<file path="src/rtl/core/ssf_pkg.sv">
`timescale 1ns / 1ps
// ----------------------------------------------------------------------------
// ssf_pkg
// Shared codes for the shortest-seek-first scheduler.
// ----------------------------------------------------------------------------
package ssf_pkg;

	localparam logic FUNC_ADD      = 1'b0;
	localparam logic FUNC_DISPATCH = 1'b1;

	localparam logic [1:0] ST_ADDED      = 2'd0;
	localparam logic [1:0] ST_FULL       = 2'd1;
	localparam logic [1:0] ST_DISPATCHED = 2'd2;
	localparam logic [1:0] ST_EMPTY      = 2'd3;

endpackage

</file>
<file path="src/rtl/core/shortest_seek_first_scheduler.sv">
`timescale 1ns / 1ps
// ----------------------------------------------------------------------------
// shortest_seek_first_scheduler
// Pending disk request queue; dispatch returns the request closest to the head.
// ----------------------------------------------------------------------------
//  channel   signals                                   handshake
//  command   func, req_sector, req_tag                 start & !busy
//  result    status, out_sector, out_tag,              done, one cycle
//            pending_count
//
//  Add: scans valid bits from slot 0 for the first free one; a full
//  queue answers from idle without a scan.
//  Dispatch: one request memory read per slot through a two-stage
//  distance/compare pipe; an empty queue answers from idle without a
//  scan. done rises in the same cycle that busy falls.
//  Reset clears valid bits, head position and count; the memory is not
//  cleared. The receiver cannot stall; one item is in work at a time.
// ----------------------------------------------------------------------------
module shortest_seek_first_scheduler
	import ssf_pkg::*;
#(
	parameter int QUEUE_DEPTH = 32,
	parameter int SECTOR_BITS = 48,
	parameter int TAG_BITS    = 8,
	localparam int IDX_W      = (QUEUE_DEPTH > 1) ? $clog2(QUEUE_DEPTH) : 1,
	localparam int CNT_W      = $clog2(QUEUE_DEPTH + 1)
) (
	input  logic                   clk,
	input  logic                   arst_n,
	input  logic                   start,
	output logic                   busy,
	input  logic                   func,
	input  logic [SECTOR_BITS-1:0] req_sector,
	input  logic [TAG_BITS-1:0]    req_tag,
	output logic                   done,
	output logic [1:0]             status,
	output logic [SECTOR_BITS-1:0] out_sector,
	output logic [TAG_BITS-1:0]    out_tag,
	output logic [CNT_W-1:0]       pending_count
);

	localparam int ENT_W = SECTOR_BITS + TAG_BITS;

	typedef enum logic [1:0] {
		S_IDLE,
		S_ADD,
		S_DSP,
		S_FIN
	} state_t;

	state_t                 state_q;
	logic [QUEUE_DEPTH-1:0] valid_q;
	logic [SECTOR_BITS-1:0] head_q;
	logic [CNT_W-1:0]       count_q;
	logic [IDX_W:0]         scan_q;
	logic [SECTOR_BITS-1:0] sector_q;
	logic [TAG_BITS-1:0]    tag_q;

	logic                   go_s1;
	logic                   vld_s1;
	logic [IDX_W-1:0]       idx_s1;
	logic [ENT_W-1:0]       rd_data_s1;
	logic                   go_s2;
	logic                   vld_s2;
	logic [IDX_W-1:0]       idx_s2;
	logic [SECTOR_BITS-1:0] dist_s2;
	logic [SECTOR_BITS-1:0] sec_s2;
	logic [TAG_BITS-1:0]    tag_s2;

	logic                   found_q;
	logic [IDX_W-1:0]       best_idx_q;
	logic [SECTOR_BITS-1:0] best_dist_q;
	logic [SECTOR_BITS-1:0] best_sec_q;
	logic [TAG_BITS-1:0]    best_tag_q;

	logic [ENT_W-1:0]       mem [QUEUE_DEPTH];

	logic                   done_q;
	logic [1:0]             status_q;
	logic [SECTOR_BITS-1:0] out_sector_q;
	logic [TAG_BITS-1:0]    out_tag_q;

	logic [IDX_W-1:0]       scan_idx;
	logic                   scan_more;
	logic                   mem_we;
	logic [SECTOR_BITS-1:0] rd_sec_s1;
	logic                   take_s2;

	assign scan_idx  = scan_q[IDX_W-1:0];
	assign scan_more = scan_q < (IDX_W + 1)'(QUEUE_DEPTH);
	assign mem_we    = (state_q == S_ADD) && !valid_q[scan_idx];
	assign rd_sec_s1 = rd_data_s1[ENT_W-1:TAG_BITS];
	assign take_s2   = go_s2 && vld_s2 && (!found_q || (dist_s2 < best_dist_q));

	always_ff @(posedge clk) begin
		if (mem_we) begin
			mem[scan_idx] <= {sector_q, tag_q};
		end
		rd_data_s1 <= mem[scan_idx];
	end

	always_ff @(posedge clk) begin
		if (start && !busy) begin
			sector_q <= req_sector;
			tag_q    <= req_tag;
		end
		vld_s1  <= valid_q[scan_idx];
		idx_s1  <= scan_idx;
		vld_s2  <= vld_s1;
		idx_s2  <= idx_s1;
		sec_s2  <= rd_sec_s1;
		tag_s2  <= rd_data_s1[TAG_BITS-1:0];
		dist_s2 <= (rd_sec_s1 >= head_q) ? (rd_sec_s1 - head_q) : (head_q - rd_sec_s1);
		if (take_s2) begin
			best_idx_q  <= idx_s2;
			best_dist_q <= dist_s2;
			best_sec_q  <= sec_s2;
			best_tag_q  <= tag_s2;
		end
	end

	always_ff @(posedge clk or negedge arst_n) begin
		if (!arst_n) begin
			state_q      <= S_IDLE;
			valid_q      <= '0;
			head_q       <= '0;
			count_q      <= '0;
			scan_q       <= '0;
			go_s1        <= 1'b0;
			go_s2        <= 1'b0;
			found_q      <= 1'b0;
			done_q       <= 1'b0;
			status_q     <= ST_ADDED;
			out_sector_q <= '0;
			out_tag_q    <= '0;
		end else begin
			done_q <= 1'b0;
			go_s1  <= 1'b0;
			go_s2  <= go_s1;
			if (take_s2) begin
				found_q <= 1'b1;
			end
			unique case (state_q)
				S_IDLE: begin
					if (start) begin
						scan_q  <= '0;
						found_q <= 1'b0;
						if (func == FUNC_ADD) begin
							if (count_q == CNT_W'(QUEUE_DEPTH)) begin
								done_q       <= 1'b1;
								status_q     <= ST_FULL;
								out_sector_q <= '0;
								out_tag_q    <= '0;
							end else begin
								state_q <= S_ADD;
							end
						end else begin
							if (count_q == '0) begin
								done_q       <= 1'b1;
								status_q     <= ST_EMPTY;
								out_sector_q <= '0;
								out_tag_q    <= '0;
							end else begin
								state_q <= S_DSP;
							end
						end
					end
				end
				S_ADD: begin
					if (!valid_q[scan_idx]) begin
						valid_q[scan_idx] <= 1'b1;
						count_q           <= count_q + 1'b1;
						done_q            <= 1'b1;
						status_q          <= ST_ADDED;
						out_sector_q      <= '0;
						out_tag_q         <= '0;
						state_q           <= S_IDLE;
					end else begin
						scan_q <= scan_q + 1'b1;
					end
				end
				S_DSP: begin
					if (scan_more) begin
						go_s1  <= 1'b1;
						scan_q <= scan_q + 1'b1;
					end
					if (go_s2 && (idx_s2 == IDX_W'(QUEUE_DEPTH - 1))) begin
						state_q <= S_FIN;
					end
				end
				S_FIN: begin
					valid_q[best_idx_q] <= 1'b0;
					count_q             <= count_q - 1'b1;
					head_q              <= best_sec_q;
					done_q              <= 1'b1;
					status_q            <= ST_DISPATCHED;
					out_sector_q        <= best_sec_q;
					out_tag_q           <= best_tag_q;
					state_q             <= S_IDLE;
				end
				default: begin
					state_q <= S_IDLE;
				end
			endcase
		end
	end

	assign busy          = (state_q != S_IDLE);
	assign done          = done_q;
	assign status        = status_q;
	assign out_sector    = out_sector_q;
	assign out_tag       = out_tag_q;
	assign pending_count = count_q;

endmodule

</file>
<file path="config.mk">
export PLATFORM = sky130hd
export DESIGN_NAME = shortest_seek_first_scheduler
export DESIGN_NICKNAME = d
export VERILOG_FILES = /design/src/rtl/core/ssf_pkg.sv /design/src/rtl/core/shortest_seek_first_scheduler.sv
export SDC_FILE = /design/constraint.sdc
export NUM_CORES = 2
export LEC_CHECK = 0
export ABC_CLOCK_PERIOD_IN_PS = 9500
export BUFFER_PORTS_ARGS = -buffer_cell sky130_fd_sc_hd__buf_4
export CAP_MARGIN = 20
export CORE_ASPECT_RATIO = 1.25
export CORE_MARGIN = 4
export CORE_UTILIZATION = 60
export CTS_CLUSTER_DIAMETER = 50
export DETAILED_ROUTE_END_ITERATION = 6
export GPL_ROUTABILITY_DRIVEN = 0
export PLACE_DENSITY_LB_ADDON = 0.05
export SETUP_SLACK_MARGIN = 0.1
export SKIP_CTS_REPAIR_TIMING = 1
export SLEW_MARGIN = 20
export SYNTH_ARGS = -nofsm -noshare
export SYNTH_HDL_FRONTEND = slang
export SYNTH_SLANG_ARGS = --single-unit
</file>
<file path="constraint.sdc">
create_clock -name clk -period 9.5 [get_ports clk]
set_clock_uncertainty 0.1 [all_clocks]
set_input_delay 1.425 -clock clk [delete_from_list [all_inputs] [get_ports clk]]
set_output_delay 1.425 -clock clk [all_outputs]
set_load 0.1 [all_outputs]
</file>
==> impl_results.html <==
<table>
<tr><th>Metric</th><th>Value</th></tr>
<tr><th colspan="2">Pwr</th></tr>
<tr><td>Maximum vdd ir drop</td><td>between 0.2 and 0.25 mV</td></tr>
<tr><td>Leakage power summed over all cells</td><td>roughly 33 nW</td></tr>
<tr><td>Power Density</td><td>around 310 nW/µm²</td></tr>
<tr><th colspan="2">STA</th></tr>
<tr><td>Final hold slack</td><td>0.228 ns</td></tr>
<tr><td>Number of setup violations in the final report</td><td>0</td></tr>
<tr><td>Final hold vios</td><td>0</td></tr>
<tr><td>Number of max-slew violations in the final report</td><td>0</td></tr>
<tr><td>Final total negative setup slack</td><td>0 ns</td></tr>
<tr><td>Worst-margin pin slew</td><td>1.16 ns</td></tr>
<tr><td>Shortest period the worst path allows</td><td>around 5 ns</td></tr>
<tr><td>Setup WS post-layout</td><td>about 4.5 ns</td></tr>
<tr><td>Maximum achievable frequency</td><td>roughly 200 MHz</td></tr>
<tr><td>Unrepaired setup endpoints after global routing</td><td>false</td></tr>
<tr><td>Crit share post-route</td><td>between 50% and 60%</td></tr>
<tr><td>Relative max-transition margin</td><td>22.4%</td></tr>
<tr><th colspan="2">Drt</th></tr>
<tr><td>Count of routing violations after the opening detailed-route iteration</td><td>about 6.0k</td></tr>
<tr><td>Total routed wirelength</td><td>roughly 220 mm</td></tr>
<tr><td>Drt drc</td><td>0</td></tr>
<tr><td>Pre-Repair DR Iteration Count</td><td>6</td></tr>
<tr><td>Vias post-DR</td><td>roughly 46k</td></tr>
<tr><td>ANT nets after route</td><td>0</td></tr>
<tr><td>Routed wirelength normalized by instance count</td><td>roughly 32 µm</td></tr>
<tr><td>Via density per instance</td><td>between 6 and 7</td></tr>
<tr><th colspan="2">Global route</th></tr>
<tr><td>Overall fraction of global-route tracks in use</td><td>between 20 and 30%</td></tr>
<tr><td>Maximum number of pins on one net before global-route repair</td><td>109</td></tr>
<tr><td>Wire length of the first global-routing pass</td><td>approximately 320 mm</td></tr>
<tr><td>Vias in the first global route</td><td>45.9k</td></tr>
<tr><td>Total grt overflow</td><td>0</td></tr>
<tr><td>Number of antenna violations at the first check in global routing</td><td>16</td></tr>
<tr><td>Met2 Track Usage GR</td><td>a little under half</td></tr>
<tr><td>Most heavily used metal layer in global routing</td><td>met2</td></tr>
<tr><td>Met3 routing resource usage after global routing</td><td>under 10%</td></tr>
<tr><td>Met1 global-route usage</td><td>between 40% and 50%</td></tr>
<tr><th colspan="2">Floorplanning</th></tr>
<tr><td>Vert. Die Dim</td><td>approximately 440 µm</td></tr>
<tr><td>Initial core utilization</td><td>60.4%</td></tr>
<tr><td>Top-level port count</td><td>126</td></tr>
<tr><td>Die Wd</td><td>~350 µm</td></tr>
<tr><td>Placement Rows</td><td>between 150 and 200</td></tr>
<tr><td>Full die area</td><td>around 150,000 µm²</td></tr>
<tr><td>Core footprint</td><td>around 150,000 µm²</td></tr>
<tr><th colspan="2">Placed design</th></tr>
<tr><td>Placed Instances</td><td>between 6k and 7k</td></tr>
<tr><td>Number of input and output port buffers inserted</td><td>about 130</td></tr>
<tr><td>Total half-perimeter wirelength after legalization and detailed placement</td><td>~130 mm</td></tr>
<tr><td>Post-placement setup slack</td><td>4.63 ns</td></tr>
<tr><th colspan="2">Job</th></tr>
<tr><td>Number of max-cap violations</td><td>0</td></tr>
<tr><th colspan="2">Yosys</th></tr>
<tr><td>Share of the synthesized area in the top cell type</td><td>between 60 and 70%</td></tr>
<tr><td>Nets in the synthesized netlist</td><td>4,941</td></tr>
<tr><td>Avg Cell Area, Syn</td><td>between 15 and 20 µm²</td></tr>
<tr><td>Mapped cell area</td><td>just under 90,000 µm²</td></tr>
<tr><td>Largest area contributor in the netlist</td><td>edfxtp_1</td></tr>
<tr><td>Synth warn</td><td>0</td></tr>
<tr><td>Flip-flop and latch count after synthesis</td><td>~2.3k</td></tr>
<tr><td>Number of distinct library cells after synthesis</td><td>85</td></tr>
<tr><td>Number of instances in the synthesized netlist</td><td>around 4.7k</td></tr>
<tr><td>Fraction of registers with async set or reset after synthesis</td><td>about 7%</td></tr>
<tr><td>Number of enable-type register cells in the synthesized netlist</td><td>about 2.0k</td></tr>
<tr><td>Dominant register cell in the synthesized netlist</td><td>edfxtp_1</td></tr>
<tr><td>Largest cells by area after synthesis</td><td>edfxtp_1 (66%), mux4_2 (12%), dfrtp_1 (4.4%), dfxtp_1 (3.9%), ha_1 (2.2%)</td></tr>
<tr><td>Proportion of synthesized chip area in sequential cells</td><td>74.7%</td></tr>
<tr><th colspan="2">Setup path</th></tr>
<tr><td>Required time of the critical path</td><td>roughly 10 ns</td></tr>
<tr><td>Crit Path Class</td><td>reg -&gt; reg</td></tr>
<tr><td>Maximum net fanout on the critical path</td><td>36</td></tr>
<tr><td>Critical Path Start Type</td><td>register</td></tr>
<tr><td>Endpoint type of the worst setup path</td><td>register</td></tr>
<tr><td>Data arrival time of the critical path</td><td>about 5.3 ns</td></tr>
<tr><td>Worst setup slack for register-to-register paths</td><td>4.53 ns</td></tr>
<tr><th colspan="2">Clocking</th></tr>
<tr><td>Clock sinks</td><td>approximately 2.3k</td></tr>
<tr><td>Post-CTS clock slew at the launch and capture registers of the worst setup and hold paths</td><td>around 0.060 ns</td></tr>
<tr><td>Latest clock arrival within the worst-skew pair</td><td>0.85 ns</td></tr>
<tr><td>Clock buffer count from CTS</td><td>210</td></tr>
<tr><td>Maximum buffer depth of the clock tree</td><td>3</td></tr>
<tr><td>Number of H-tree levels</td><td>4</td></tr>
<tr><td>Clock root buffer</td><td>clkbuf_16</td></tr>
<tr><td>Clock tree from TritonCTS</td><td>done</td></tr>
<tr><th colspan="2">Layout</th></tr>
<tr><td>Net count of the finished layout</td><td>a little over 5k</td></tr>
<tr><td>Area growth, synth to finish</td><td>11.9%</td></tr>
<tr><td>Proportion of layout cells with a drive suffix above 1</td><td>between 20% and 30%</td></tr>
<tr><td>Cell Count, Final, Fillers Out</td><td>about 7.0k</td></tr>
<tr><td>Finished Core Util</td><td>around two thirds</td></tr>
<tr><th colspan="2">Outcome</th></tr>
<tr><td>Status</td><td>complete, no violations</td></tr>
<tr><th colspan="2">Hold path</th></tr>
<tr><td>Hold Path Class</td><td>reg -&gt; reg</td></tr>
</table>
logic make-up (layout without fill, tap and decap cells):
| group | Yosys count | in the layout | share of synthesized area (%) |
|---|---|---|---|
| flops | 2285 | 2285 | 74.7 |
| compound gates | 792 | 792 | 5.76 |
| simple gates | 539 | 539 | 2.91 |
| mux | 479 | 479 | 11.9 |
| buf+inv | 419 | 805 | 1.95 |
| fa+ha+maj | 158 | 158 | 2.26 |
| xor+xnor | 51 | 51 | 0.505 |
| other cells | 0 | 3 | 0 |
worst max-delay path, stage by stage (launching register included):
cell	delay, ns
dfrtp_1	0.79
nor2_1	0.13
and2_4	0.38
a22oi_1	0.26
nand4_1	0.24
nor2_2	0.37
nand2_1	0.61
nor2_4	0.83
buf_4	0.78
flip-flops by register name, indices dropped and copies added, names as in the netlist, 48 cells and up:
signal,count
mem,1792
rd_data_s1,56
best_dist_q,48
best_sec_q,48
dist_s2,48
head_q,48
out_sector,48
sec_s2,48
sector_q,48
power by group:
part           switching (mW)  total, mW  internal, mW  leakage, nW
sequential              0.789       13.0          12.2         21.1
combinational            5.71       9.11          3.40         8.78
clock                    3.60       8.41          4.82         3.39
total                    10.1       30.5          20.4         33.3
area by class of cell:
cell class                      count  area, µm²
Antenna cell                        3       7.51
Clock buffer                      286       5880
Clock inverter                    107       1020
Fill cell                        9509      47500
Inverter                          177        664
Multi-Input combinational cell   2019      20900
Sequential cell                  2285      66100
Tap cell                         1908       2390
Timing Repair Buffer              235       2000
cells in the mapped netlist (12+ instances only):
library cell and number:
a31oi_1 17, dfrtp_1 156, nor2_1 116, a21oi_1 177
nor3_1 27, ha_1 155, edfxtp_1 1957, o21bai_1 17
xnor2_1 24, nor2b_1 12, o21ai_1 12, nand4_1 76
mux4_2 456, a211oi_1 18, buf_1 20, o21ai_0 183
inv_1 174, mux2i_1 20, nand2_1 211, xor2_1 27
a22oi_1 231, nand3_1 22, clkbuf_1 143, dfxtp_1 172
buf_2 67, a21o_1 63
path summary, 6_finish.rpt:
| kind | end | depth (start not counted) | from |
|---|---|---|---|
| worst max-delay path | mem[28][15]$_DFFE_PP_ | 8 | scan_q[2]$_DFFE_PN0P_ |
| worst min-delay path | idx_s2[0]$_DFF_P_ | 0 | idx_s1[0]$_DFF_P_ |
| worst max register to register | mem[28][15]$_DFFE_PP_ | 8 | scan_q[2]$_DFFE_PN0P_ |
| worst min register to register | idx_s2[0]$_DFF_P_ | 0 | idx_s1[0]$_DFF_P_ |
| max in group asynchronous | scan_q[0]$_DFFE_PN0P_ | 2 | arst_n |
| min in group asynchronous | status[1]$_DFFE_PN0P_ | 1 | arst_n |
metrics by stage:
stage / power [mW] / cell area, µm²
2_1_floorplan: 19.4 / 88500
3_3_place_gp: 22.1 / 91800
3_5_place_dp: 22.2 / 91900
4_1_cts: 30.6 / 98800
5_1_grt: 31.9 / 99000
6_report: 30.5 / 99000
placed cells by master (no fill, tap or decap), types with 154 or more instances in the layout:
| cell type | n |
|---|---|
| a21oi_1 | 177 |
| a22oi_1 | 231 |
| o21ai_0 | 183 |
| buf_4 | 213 |
| edfxtp_1 | 1957 |
| dfrtp_1 | 154 |
| ha_1 | 154 |
| inv_1 | 174 |
| nand2_1 | 210 |
| dfxtp_1 | 172 |
| mux4_2 | 456 |
| clkbuf_16 | 216 |
metal layers:
metal	vias to the layer above	part of all wire [%]
met5	-	0.039
met4	12	2.5
met3	348	8.9
met2	2218	49
met1	24278	40
li1	19378	-
Note: power is estimated with default switching activity, not from simulation.
